$ cat src/sv/bounded_fifo_with_watermarks_top_defines.svh
// ----------------------------------------------------------------------------
// Bounded FIFO with watermarks: assertion macros
// Shared concurrent assertion forms for the FIFO controller and datapath.
// ----------------------------------------------------------------------------
`ifndef BOUNDED_FIFO_WITH_WATERMARKS_TOP_DEFINES_SVH
`define BOUNDED_FIFO_WITH_WATERMARKS_TOP_DEFINES_SVH

// same-cycle implication
`define BFW_ASSERT_IMPL(lbl, clk, rst_n, ante, cons) \
    lbl: assert property (@(posedge clk) disable iff (!rst_n) (ante) |-> (cons)) \
        else $error("bfw: assertion failed");

// next-cycle implication
`define BFW_ASSERT_NEXT(lbl, clk, rst_n, ante, cons) \
    lbl: assert property (@(posedge clk) disable iff (!rst_n) (ante) |=> (cons)) \
        else $error("bfw: assertion failed");

`endif

$ cat src/sv/bfw_pkg.sv
`timescale 1ns / 1ps
// ----------------------------------------------------------------------------
// Bounded FIFO with watermarks: package
// Shared constants, codes and controller/datapath interface types.
// ----------------------------------------------------------------------------
package bfw_pkg;

    localparam int DEPTH_DEF      = 64;
    localparam int DATA_WIDTH_DEF = 32;

    localparam int MARK_W     = 7;
    localparam int LOW_W      = 6;
    localparam int CFG_W      = 7;
    localparam int CFG_ADDR_W = 2;

    localparam logic [CFG_ADDR_W-1:0] REG_MAX_ITEMS = 2'd0;
    localparam logic [CFG_ADDR_W-1:0] REG_HIGH_MARK = 2'd1;
    localparam logic [CFG_ADDR_W-1:0] REG_LOW_MARK  = 2'd2;

    localparam logic CMD_PUSH = 1'b0;
    localparam logic CMD_POP  = 1'b1;

    typedef enum logic [1:0] {
        STS_OK    = 2'd0,
        STS_EMPTY = 2'd1,
        STS_FULL  = 2'd2
    } t_status;

    typedef struct packed {
        logic accept;
        logic div_start;
        logic div_step;
    } t_dp_cmd;

    typedef struct packed {
        logic div_last;
    } t_dp_sts;

endpackage

$ cat src/sv/bfw_ctrl.sv
`timescale 1ns / 1ps
// ----------------------------------------------------------------------------
// Bounded FIFO with watermarks: controller
// Request handshakes, result valid, and sequencing of the remainder rebuild.
// ----------------------------------------------------------------------------
`include "bounded_fifo_with_watermarks_top_defines.svh"

module bfw_ctrl (
    input  logic                            i_clk,
    input  logic                            i_rst_n,
    input  logic                            i_in_valid,
    output logic                            o_in_ready,
    output logic                            o_out_valid,
    input  logic                            i_out_ready,
    input  logic                            i_cfg_we,
    input  logic [bfw_pkg::CFG_ADDR_W-1:0]  i_cfg_addr,
    output bfw_pkg::t_dp_cmd                o_cmd,
    input  bfw_pkg::t_dp_sts                i_sts
);

    typedef enum logic [1:0] {
        S_RUN = 2'b01,
        S_DIV = 2'b10
    } t_state;

    t_state r_state, n_state;
    logic   r_out_valid, n_out_valid;
    logic   w_high_wr;

    assign w_high_wr  = i_cfg_we && (i_cfg_addr == bfw_pkg::REG_HIGH_MARK);
    assign o_in_ready = (r_state == S_RUN) && !i_cfg_we && (!r_out_valid || i_out_ready);
    assign o_out_valid = r_out_valid;

    always_comb begin
        o_cmd.accept    = i_in_valid && o_in_ready;
        o_cmd.div_start = w_high_wr;
        o_cmd.div_step  = (r_state == S_DIV);
    end

    always_comb begin
        n_state = r_state;
        unique case (r_state)
            S_RUN: begin
                if (w_high_wr) begin
                    n_state = S_DIV;
                end
            end
            S_DIV: begin
                if (i_sts.div_last) begin
                    n_state = S_RUN;
                end
            end
            default: n_state = S_RUN;
        endcase
    end

    always_comb begin
        n_out_valid = r_out_valid;
        if (o_cmd.accept) begin
            n_out_valid = 1'b1;
        end else if (i_out_ready) begin
            n_out_valid = 1'b0;
        end
    end

    always_ff @(posedge i_clk) begin
        if (!i_rst_n) begin
            r_state     <= S_RUN;
            r_out_valid <= 1'b0;
        end else begin
            r_state     <= n_state;
            r_out_valid <= n_out_valid;
        end
    end

    `BFW_ASSERT_IMPL(a_no_accept_in_div, i_clk, i_rst_n, r_state == S_DIV, !o_in_ready)

endmodule

$ cat src/sv/bfw_dp.sv
`timescale 1ns / 1ps
// ----------------------------------------------------------------------------
// Bounded FIFO with watermarks: datapath
// Storage, pointers, counters, watermark remainder and result registers.
// ----------------------------------------------------------------------------
`include "bounded_fifo_with_watermarks_top_defines.svh"

module bfw_dp #(
    parameter int DEPTH      = bfw_pkg::DEPTH_DEF,
    parameter int DATA_WIDTH = bfw_pkg::DATA_WIDTH_DEF,
    parameter int CNT_W      = $clog2(DEPTH + 1)
) (
    input  logic                            i_clk,
    input  logic                            i_rst_n,
    input  bfw_pkg::t_dp_cmd                i_cmd,
    output bfw_pkg::t_dp_sts                o_sts,
    input  logic                            i_cfg_we,
    input  logic [bfw_pkg::CFG_ADDR_W-1:0]  i_cfg_addr,
    input  logic [bfw_pkg::CFG_W-1:0]       i_cfg_wdata,
    input  logic                            i_op,
    input  logic [DATA_WIDTH-1:0]           i_push_data,
    output logic [DATA_WIDTH-1:0]           o_pop_data,
    output logic [1:0]                      o_status,
    output logic                            o_high_event,
    output logic                            o_low_event,
    output logic [CNT_W-1:0]                o_fill_count,
    output logic [CNT_W-1:0]                o_peak_count
);

    localparam int MW    = bfw_pkg::MARK_W;
    localparam int PTR_W = $clog2(DEPTH);
    localparam int IDX_W = $clog2(CNT_W);
    localparam int CMP_W = (CNT_W > MW) ? CNT_W : MW;

    logic [DATA_WIDTH-1:0] mem [DEPTH];

    logic [MW-1:0]             r_max, r_high;
    logic [bfw_pkg::LOW_W-1:0] r_low;
    logic [PTR_W-1:0]          r_rd_ptr, r_wr_ptr;
    logic [CNT_W-1:0]          r_count, n_count;
    logic [CNT_W-1:0]          r_mark, n_mark;
    logic [CNT_W-1:0]          r_peak, n_peak;
    logic [MW-1:0]             r_rem, n_rem;
    logic [MW-1:0]             r_div_acc;
    logic [IDX_W-1:0]          r_div_idx;
    logic [DATA_WIDTH-1:0]     r_rd_data;
    logic                      r_pop_ok;
    bfw_pkg::t_status          r_status, n_status;
    logic                      r_high_ev, n_high_ev;
    logic                      r_low_ev, n_low_ev;

    logic [CMP_W-1:0] w_count_x, w_cap_x, w_max_x, w_mark_x, w_high_x;
    logic             w_full, w_push_ok, w_pop_ok;
    logic [MW:0]      w_rem_inc, w_div_shift, w_div_sub;
    logic [MW-1:0]    w_rem_dec, w_div_next;
    logic [CMP_W-1:0] w_mark_sub;

    assign w_count_x = CMP_W'(r_count);
    assign w_max_x   = CMP_W'(r_max);
    assign w_mark_x  = CMP_W'(r_mark);
    assign w_high_x  = CMP_W'(r_high);
    assign w_cap_x   = (r_max == '0 || w_max_x > CMP_W'(DEPTH)) ? CMP_W'(DEPTH) : w_max_x;
    assign w_full    = w_count_x >= w_cap_x;
    assign w_push_ok = i_cmd.accept && (i_op == bfw_pkg::CMD_PUSH) && !w_full;
    assign w_pop_ok  = i_cmd.accept && (i_op == bfw_pkg::CMD_POP) && (r_count != '0);

    assign w_rem_inc  = {1'b0, r_rem} + (MW+1)'(1);
    assign w_rem_dec  = (r_rem == '0) ? (r_high - MW'(1)) : (r_rem - MW'(1));
    assign w_mark_sub = (w_mark_x >= w_high_x) ? (w_mark_x - w_high_x) : '0;

    // restoring remainder step: one count bit per cycle, MSB first
    assign w_div_shift = {r_div_acc, r_count[r_div_idx]};
    assign w_div_sub   = w_div_shift - {1'b0, r_high};
    assign w_div_next  = (w_div_shift >= {1'b0, r_high}) ? w_div_sub[MW-1:0]
                                                         : w_div_shift[MW-1:0];
    assign o_sts.div_last = (r_div_idx == '0);

    always_comb begin
        n_count   = r_count;
        n_mark    = r_mark;
        n_peak    = r_peak;
        n_rem     = r_rem;
        n_status  = bfw_pkg::STS_OK;
        n_high_ev = 1'b0;
        n_low_ev  = 1'b0;
        if (i_cmd.div_step) begin
            n_rem = (r_high == '0) ? '0 : w_div_next;
        end else if (i_op == bfw_pkg::CMD_PUSH) begin
            if (w_full) begin
                n_status = bfw_pkg::STS_FULL;
            end else begin
                n_count = r_count + CNT_W'(1);
                if (n_count > r_peak) begin
                    n_peak = n_count;
                end
                if (r_high != '0) begin
                    n_rem = (w_rem_inc == {1'b0, r_high}) ? '0 : w_rem_inc[MW-1:0];
                    if (w_rem_inc == {1'b0, r_high}) begin
                        n_high_ev = 1'b1;
                        n_mark    = n_count;
                    end
                end
            end
        end else begin
            if (r_count == '0) begin
                n_status = bfw_pkg::STS_EMPTY;
            end else begin
                n_count = r_count - CNT_W'(1);
                if (r_high != '0) begin
                    n_rem = w_rem_dec;
                    if (r_low != '0 && w_rem_dec == MW'(r_low) && r_mark > n_count) begin
                        n_low_ev = 1'b1;
                        n_mark   = w_mark_sub[CNT_W-1:0];
                    end
                end
            end
        end
    end

    always_ff @(posedge i_clk) begin
        if (!i_rst_n) begin
            r_max     <= '0;
            r_high    <= '0;
            r_low     <= '0;
            r_rd_ptr  <= '0;
            r_wr_ptr  <= '0;
            r_count   <= '0;
            r_mark    <= '0;
            r_peak    <= '0;
            r_rem     <= '0;
            r_div_acc <= '0;
            r_div_idx <= '0;
            r_pop_ok  <= 1'b0;
            r_status  <= bfw_pkg::STS_OK;
            r_high_ev <= 1'b0;
            r_low_ev  <= 1'b0;
        end else begin
            if (i_cfg_we) begin
                unique case (i_cfg_addr)
                    bfw_pkg::REG_MAX_ITEMS: r_max  <= i_cfg_wdata;
                    bfw_pkg::REG_HIGH_MARK: r_high <= i_cfg_wdata;
                    bfw_pkg::REG_LOW_MARK:  r_low  <= i_cfg_wdata[bfw_pkg::LOW_W-1:0];
                    default: ;
                endcase
            end
            if (i_cmd.div_start) begin
                r_div_acc <= '0;
                r_div_idx <= IDX_W'(CNT_W - 1);
            end else if (i_cmd.div_step) begin
                r_div_acc <= w_div_next;
                r_div_idx <= r_div_idx - IDX_W'(1);
            end
            if (i_cmd.div_step || i_cmd.accept) begin
                r_count <= n_count;
                r_mark  <= n_mark;
                r_peak  <= n_peak;
                r_rem   <= n_rem;
            end
            if (i_cmd.accept) begin
                r_pop_ok  <= w_pop_ok;
                r_status  <= n_status;
                r_high_ev <= n_high_ev;
                r_low_ev  <= n_low_ev;
            end
            if (w_push_ok) begin
                r_wr_ptr <= (r_wr_ptr == PTR_W'(DEPTH - 1)) ? '0 : r_wr_ptr + PTR_W'(1);
            end
            if (w_pop_ok) begin
                r_rd_ptr <= (r_rd_ptr == PTR_W'(DEPTH - 1)) ? '0 : r_rd_ptr + PTR_W'(1);
            end
        end
    end

    always_ff @(posedge i_clk) begin
        if (w_push_ok) begin
            mem[r_wr_ptr] <= i_push_data;
        end
        if (w_pop_ok) begin
            r_rd_data <= mem[r_rd_ptr];
        end
    end

    assign o_pop_data   = r_pop_ok ? r_rd_data : '0;
    assign o_status     = r_status;
    assign o_high_event = r_high_ev;
    assign o_low_event  = r_low_ev;
    assign o_fill_count = r_count;
    assign o_peak_count = r_peak;

    `BFW_ASSERT_IMPL(a_count_bound, i_clk, i_rst_n, 1'b1, r_count <= CNT_W'(DEPTH))
    `BFW_ASSERT_IMPL(a_peak_cover, i_clk, i_rst_n, 1'b1, r_peak >= r_count)
    `BFW_ASSERT_NEXT(a_push_count, i_clk, i_rst_n, w_push_ok, r_count == $past(r_count) + CNT_W'(1))

endmodule

$ cat src/sv/bounded_fifo_with_watermarks_top.sv
`timescale 1ns / 1ps
// A request's result is registered and valid in the cycle after acceptance.
// Throughput: one push or pop per cycle; a result left waiting or any config write holds off the next request.
// A high_mark write rebuilds the watermark remainder one count bit per cycle, holding off
//   requests in the write cycle and until the rebuild is done.
// Reset (synchronous, active low) empties the queue and clears all registers but the read
//   data register; memory contents are not cleared.
// ----------------------------------------------------------------------------
// Bounded FIFO with watermarks: top level
// Push/pop queue with capacity limit, high/low watermark events and peak fill.
// ----------------------------------------------------------------------------
module bounded_fifo_with_watermarks_top #(
    parameter int DEPTH      = bfw_pkg::DEPTH_DEF,
    parameter int DATA_WIDTH = bfw_pkg::DATA_WIDTH_DEF,
    parameter int CNT_W      = $clog2(DEPTH + 1)
) (
    input  logic                            i_clk,
    input  logic                            i_rst_n,
    input  logic                            i_in_valid,
    output logic                            o_in_ready,
    input  logic                            i_cmd,
    input  logic [DATA_WIDTH-1:0]           i_push_data,
    output logic                            o_out_valid,
    input  logic                            i_out_ready,
    output logic [DATA_WIDTH-1:0]           o_pop_data,
    output logic [1:0]                      o_status,
    output logic                            o_high_event,
    output logic                            o_low_event,
    output logic [CNT_W-1:0]                o_fill_count,
    output logic [CNT_W-1:0]                o_peak_count,
    input  logic                            i_cfg_we,
    input  logic [bfw_pkg::CFG_ADDR_W-1:0]  i_cfg_addr,
    input  logic [bfw_pkg::CFG_W-1:0]       i_cfg_wdata
);

    bfw_pkg::t_dp_cmd w_cmd;
    bfw_pkg::t_dp_sts w_sts;

    bfw_ctrl u_ctrl (
        .i_clk       (i_clk),
        .i_rst_n     (i_rst_n),
        .i_in_valid  (i_in_valid),
        .o_in_ready  (o_in_ready),
        .o_out_valid (o_out_valid),
        .i_out_ready (i_out_ready),
        .i_cfg_we    (i_cfg_we),
        .i_cfg_addr  (i_cfg_addr),
        .o_cmd       (w_cmd),
        .i_sts       (w_sts)
    );

    bfw_dp #(
        .DEPTH      (DEPTH),
        .DATA_WIDTH (DATA_WIDTH),
        .CNT_W      (CNT_W)
    ) u_dp (
        .i_clk        (i_clk),
        .i_rst_n      (i_rst_n),
        .i_cmd        (w_cmd),
        .o_sts        (w_sts),
        .i_cfg_we     (i_cfg_we),
        .i_cfg_addr   (i_cfg_addr),
        .i_cfg_wdata  (i_cfg_wdata),
        .i_op         (i_cmd),
        .i_push_data  (i_push_data),
        .o_pop_data   (o_pop_data),
        .o_status     (o_status),
        .o_high_event (o_high_event),
        .o_low_event  (o_low_event),
        .o_fill_count (o_fill_count),
        .o_peak_count (o_peak_count)
    );

endmodule
$ cat config.mk
export PLATFORM = sky130hd
export DESIGN_NAME = bounded_fifo_with_watermarks_top
export DESIGN_NICKNAME = d
export VERILOG_FILES = /design/src/sv/bfw_pkg.sv /design/src/sv/bfw_ctrl.sv /design/src/sv/bfw_dp.sv /design/src/sv/bounded_fifo_with_watermarks_top.sv
export VERILOG_INCLUDE_DIRS = /design/src /design/src/sv
export SDC_FILE = /design/constraint.sdc
export NUM_CORES = 2
export LEC_CHECK = 0
export BUFFER_PORTS_ARGS = -buffer_cell sky130_fd_sc_hd__buf_2
export CAP_MARGIN = 20
export CELL_PAD_IN_SITES_DETAIL_PLACEMENT = 0
export CELL_PAD_IN_SITES_GLOBAL_PLACEMENT = 1
export CORE_MARGIN = 1.5
export CORE_UTILIZATION = 25
export CTS_BUF_LIST = sky130_fd_sc_hd__clkbuf_4
export CTS_CLUSTER_SIZE = 25
export DETAILED_ROUTE_END_ITERATION = 16
export PLACE_DENSITY_LB_ADDON = 0.05
export RECOVER_POWER = 50
export SLEW_MARGIN = 15
export SYNTH_ARGS = -nofsm -noshare
export SYNTH_HDL_FRONTEND = slang
export SYNTH_SLANG_ARGS = --single-unit
export TNS_END_PERCENT = 20
$ cat constraint.sdc
create_clock -name i_clk -period 10.03 [get_ports i_clk]
set_input_delay 2.006 -clock i_clk [delete_from_list [all_inputs] [get_ports i_clk]]
set_output_delay 2.006 -clock i_clk [all_outputs]
set_load 0.005 [all_outputs]
==> results.txt <==
Critical Path RT: 11.12 ns
Clock root buffer master: clkbuf_4
Sw frac: 23.4%
Min setup slack post-route: 4.76 ns
Slew Viols, Final: 2081
Utilization after layout: 29.6%
M1 GR Usage: 24.0%
CTS tree: done
Syn Nets: 3807
Slew @ Worst Pin: 4.36 ns
CP max stage cell: clkbuf_1
Post-DR vias/cell: 4.47
Slew margin rel.: -191%
Layout area overhead: 17.8%
Htree depth: 6
Worst setup EP type: register
Reg2Reg Launch Point: u_dp.o_fill_count[0]$_SDFFE_PN0P_
Synth cell types: 75
Dpl ws: 3.95 ns
Cell area after synthesis: 84400 um2
GR Util met2: 25.7%
Clock power share: 44.1%
First-pass GRT wire length: 384000 um
Setup Crit Path Kind: register to register
Die ar.: 341000 um2
Gr busiest metal: met2
P_sw: 4520 uW
Clock period minus worst slack: 5.27 ns
Syn Inst Count: 3714
DR vias: 41939
Vias in the first global route: 44038
Initial antenna violation count: 70
Yosys reg bits: 2158
Num rows: 213
Logic pwr share: 4.3%
Largest net degree at the start of global routing: 105
Max Fclk: 190 MHz
Dpl hpwl: 177000 um
Design Area, Final: 99400 um2
Cell mode on critical path: nand2_1
DR WL/cell: 30.4 um
Area share of the largest cell type after synthesis: 74.0%
Failing checks: max-capacitance violations, max-slew violations
Crit Path Max Fanout: 28
Synth area leader: edfxtp_1
FILL cells: 33156
Overflow after GRT: 0
Max-cap check violation count: 42
CTS Hold Buffers Added: 0
Post-synth ARST share: 0%
Worst Hold Launch: u_dp.r_div_acc[6]$_SDFFE_PP0P_
ANT nets after route: 0
Fin Setup TNS: 0 ns
Slowest stage delay, CP: 1.71 ns
Core area: 336000 um2
Worst EP arrival: 6.36 ns
Clock Skew: 0.0847 ns
Main synth FF type: edfxtp_1
GP Congestion: 0.746
Total iterations of the first detailed-routing run: 5
VDD IR max: 0.0000980 V
Die Wd: 584 um
Die Ht: 584 um
Layout cells sized above 1: 39.7%
Placed Area: 91500 um2
Crit start category: register
PwrDens: 194 nW/um2
Final wirelength: 285000 um
Drc violations: 0
Post-synth EDFFs: 2080
Total track usage: 16.5%
Top cells by area, synth: edfxtp_1, mux4_2, dfxtp_1, ha_1, clkbuf_1
Nets@finish: 4458
Resize count post-CTS: 0
Internal power: 14700 uW
Status: finished, violations left
Fin crit share: 52.6%
Leak: 0.0300 uW
Final hold violations: 0
Latest clock arrival within the worst-skew pair: 1.53 ns
Port Buffer Count: 98
Critical Path Source: u_dp.o_fill_count[0]$_SDFFE_PN0P_
RSZ-0062 raised after global routing: false
I/O pins: 99
Clock sink count: 2158
Post-CTS Setup Bufs: 0
Initial Utilization: 25.1%
Critical-path cell list: inv_1, ha_1, nor4b_1, nand2_1, nand2_1, nor2_1, clkbuf_1
CTS buffer count: 627
Clock Tree Buf Depth: 4
Design Power: 19300 uW
Register area share after synthesis: 75.9%
Reg clk slew, reported paths: 0.06 ns
Syn_area_per_cell: 22.7 um2
Worst min path class: register to register
DRT iter0 DRCs: 3211
Yosys warnings: 0
Flop pwr share: 51.7%
Setup violators final: 0
GR Util met3: 2.90%
-- sequential cells by signal (all words and copies together), names as in the netlist, 2 cells and up --
register / flops
u_dp.mem: 2048
u_dp.r_rd_data: 32
u_dp.o_fill_count: 7
u_dp.o_peak_count: 7
u_dp.r_div_acc: 7
u_dp.r_high: 7
u_dp.r_mark: 7
u_dp.r_max: 7
u_dp.r_rem: 7
u_dp.r_low: 6
u_dp.r_rd_ptr: 6
u_dp.r_wr_ptr: 6
u_dp.r_div_idx: 3
u_ctrl.r_state: 2
u_dp.o_status: 2
-- per-layer routing --
metal	part of all wire, %	wire (um)
met1	47	134000
met2	46	131000
met3	4.8	13800
met4	1.9	5470
met5	0.060	170
-- layout make-up --
| class | instances | area, um2 | area share (%) |
|---|---|---|---|
| multi-input combinational | 1321 | 19900 | 20.0 |
| antenna | 41 | 103 | 0.103 |
| inverter | 35 | 131 | 0.132 |
| timing repair buffer | 222 | 1560 | 1.57 |
| sequential | 2158 | 64000 | 64.4 |
| clock inverter | 189 | 1320 | 1.33 |
| clock buffer | 896 | 6730 | 6.77 |
| tap | 4515 | 5650 | 5.68 |
-- Yosys cell counts (all sizes together) (12+ instances only) --
library cell and instances:
a21boi 20, a21oi 36, and2 40, buf 72, clkbuf 128, dfxtp 78, edfxtp 2080, ha 44
inv 35, mux2i 27, mux4 673, nand2 83, nand2b 15, nand3 21, nor2 105, nor2b 25
nor3 20, o21ai 47, or3 12, xnor2 32
-- final timing paths --
path,depth (start not counted),end,slack (ns)
max reg2reg,7,u_dp.r_rd_data[1]$_DFFE_PP_,4.76
min,2,u_dp.r_div_acc[6]$_SDFFE_PP0P_,0.47
min reg2reg,2,u_dp.r_div_acc[6]$_SDFFE_PP0P_,0.47
max,7,u_dp.r_rd_data[1]$_DFFE_PP_,4.76
-- cells in the final DEF, fill, tap and decap left out, types with 7 or more instances in the layout --
cell type / n
and2_1: 37
nor2b_1: 25
nand2_1: 83
nor2_1: 42
buf_2: 63
edfxtp_1: 2080
nand3_1: 21
nor3_1: 17
bufinv_16: 18
mux2i_1: 27
ha_1: 44
mux4_2: 673
dfxtp_1: 71
buf_4: 83
nand4_1: 11
xor2_1: 11
clkinv_2: 21
clkbuf_4: 896
nand2b_1: 15
diode_2: 41
clkinvlp_4: 11
clkbuf_1: 56
buf_12: 19
a21oi_1: 35
inv_2: 10
nor2_4: 63
a21boi_0: 20
clkinv_4: 11
o21ai_0: 47
xnor2_1: 32
clkinv_1: 116
inv_1: 35
nand3b_1: 7
-- per-stage QoR --
stage	hold WS (ns)	std cells
after global placement	0.447	8240
after detailed placement	0.454	8250
after global routing	0.507	9344
after floorplan	0.437	3714
final	0.471	9377
after CTS	0.470	9335
-- kinds of logic after synthesis --
kind of cell / after synthesis / synth area share [%]
buffers and inverters: 235 / 1.14
and+or+nand+nor: 365 / 2.23
xor gates and xnor gates: 44 / 0.473
adders and majority gates: 46 / 0.700
AOI/OAI and AO/OA: 164 / 1.29
muxes: 702 / 18.3
DFF: 2158 / 75.9
-- power by group through the flow --
stage	sequential, uW	combinational (uW)	clock (uW)
floorplan	10100	413	0
global placement	10100	879	0
detailed placement	10100	876	0
CTS	9930	878	8870
global route	9950	897	9310
finish	9950	825	8490
-- worst max-delay path: cells and delay by family (launching register included) --
| family | cells | cell delay [ns] |
|---|---|---|
| flip-flops | 1 | 0.62 |
| adder cells (fa/ha/maj) | 1 | 0.25 |
| AND/OR/NAND/NOR | 4 | 1.95 |
| buffers and inverters | 2 | 1.96 |
Power figures use the tool's default switching activity.
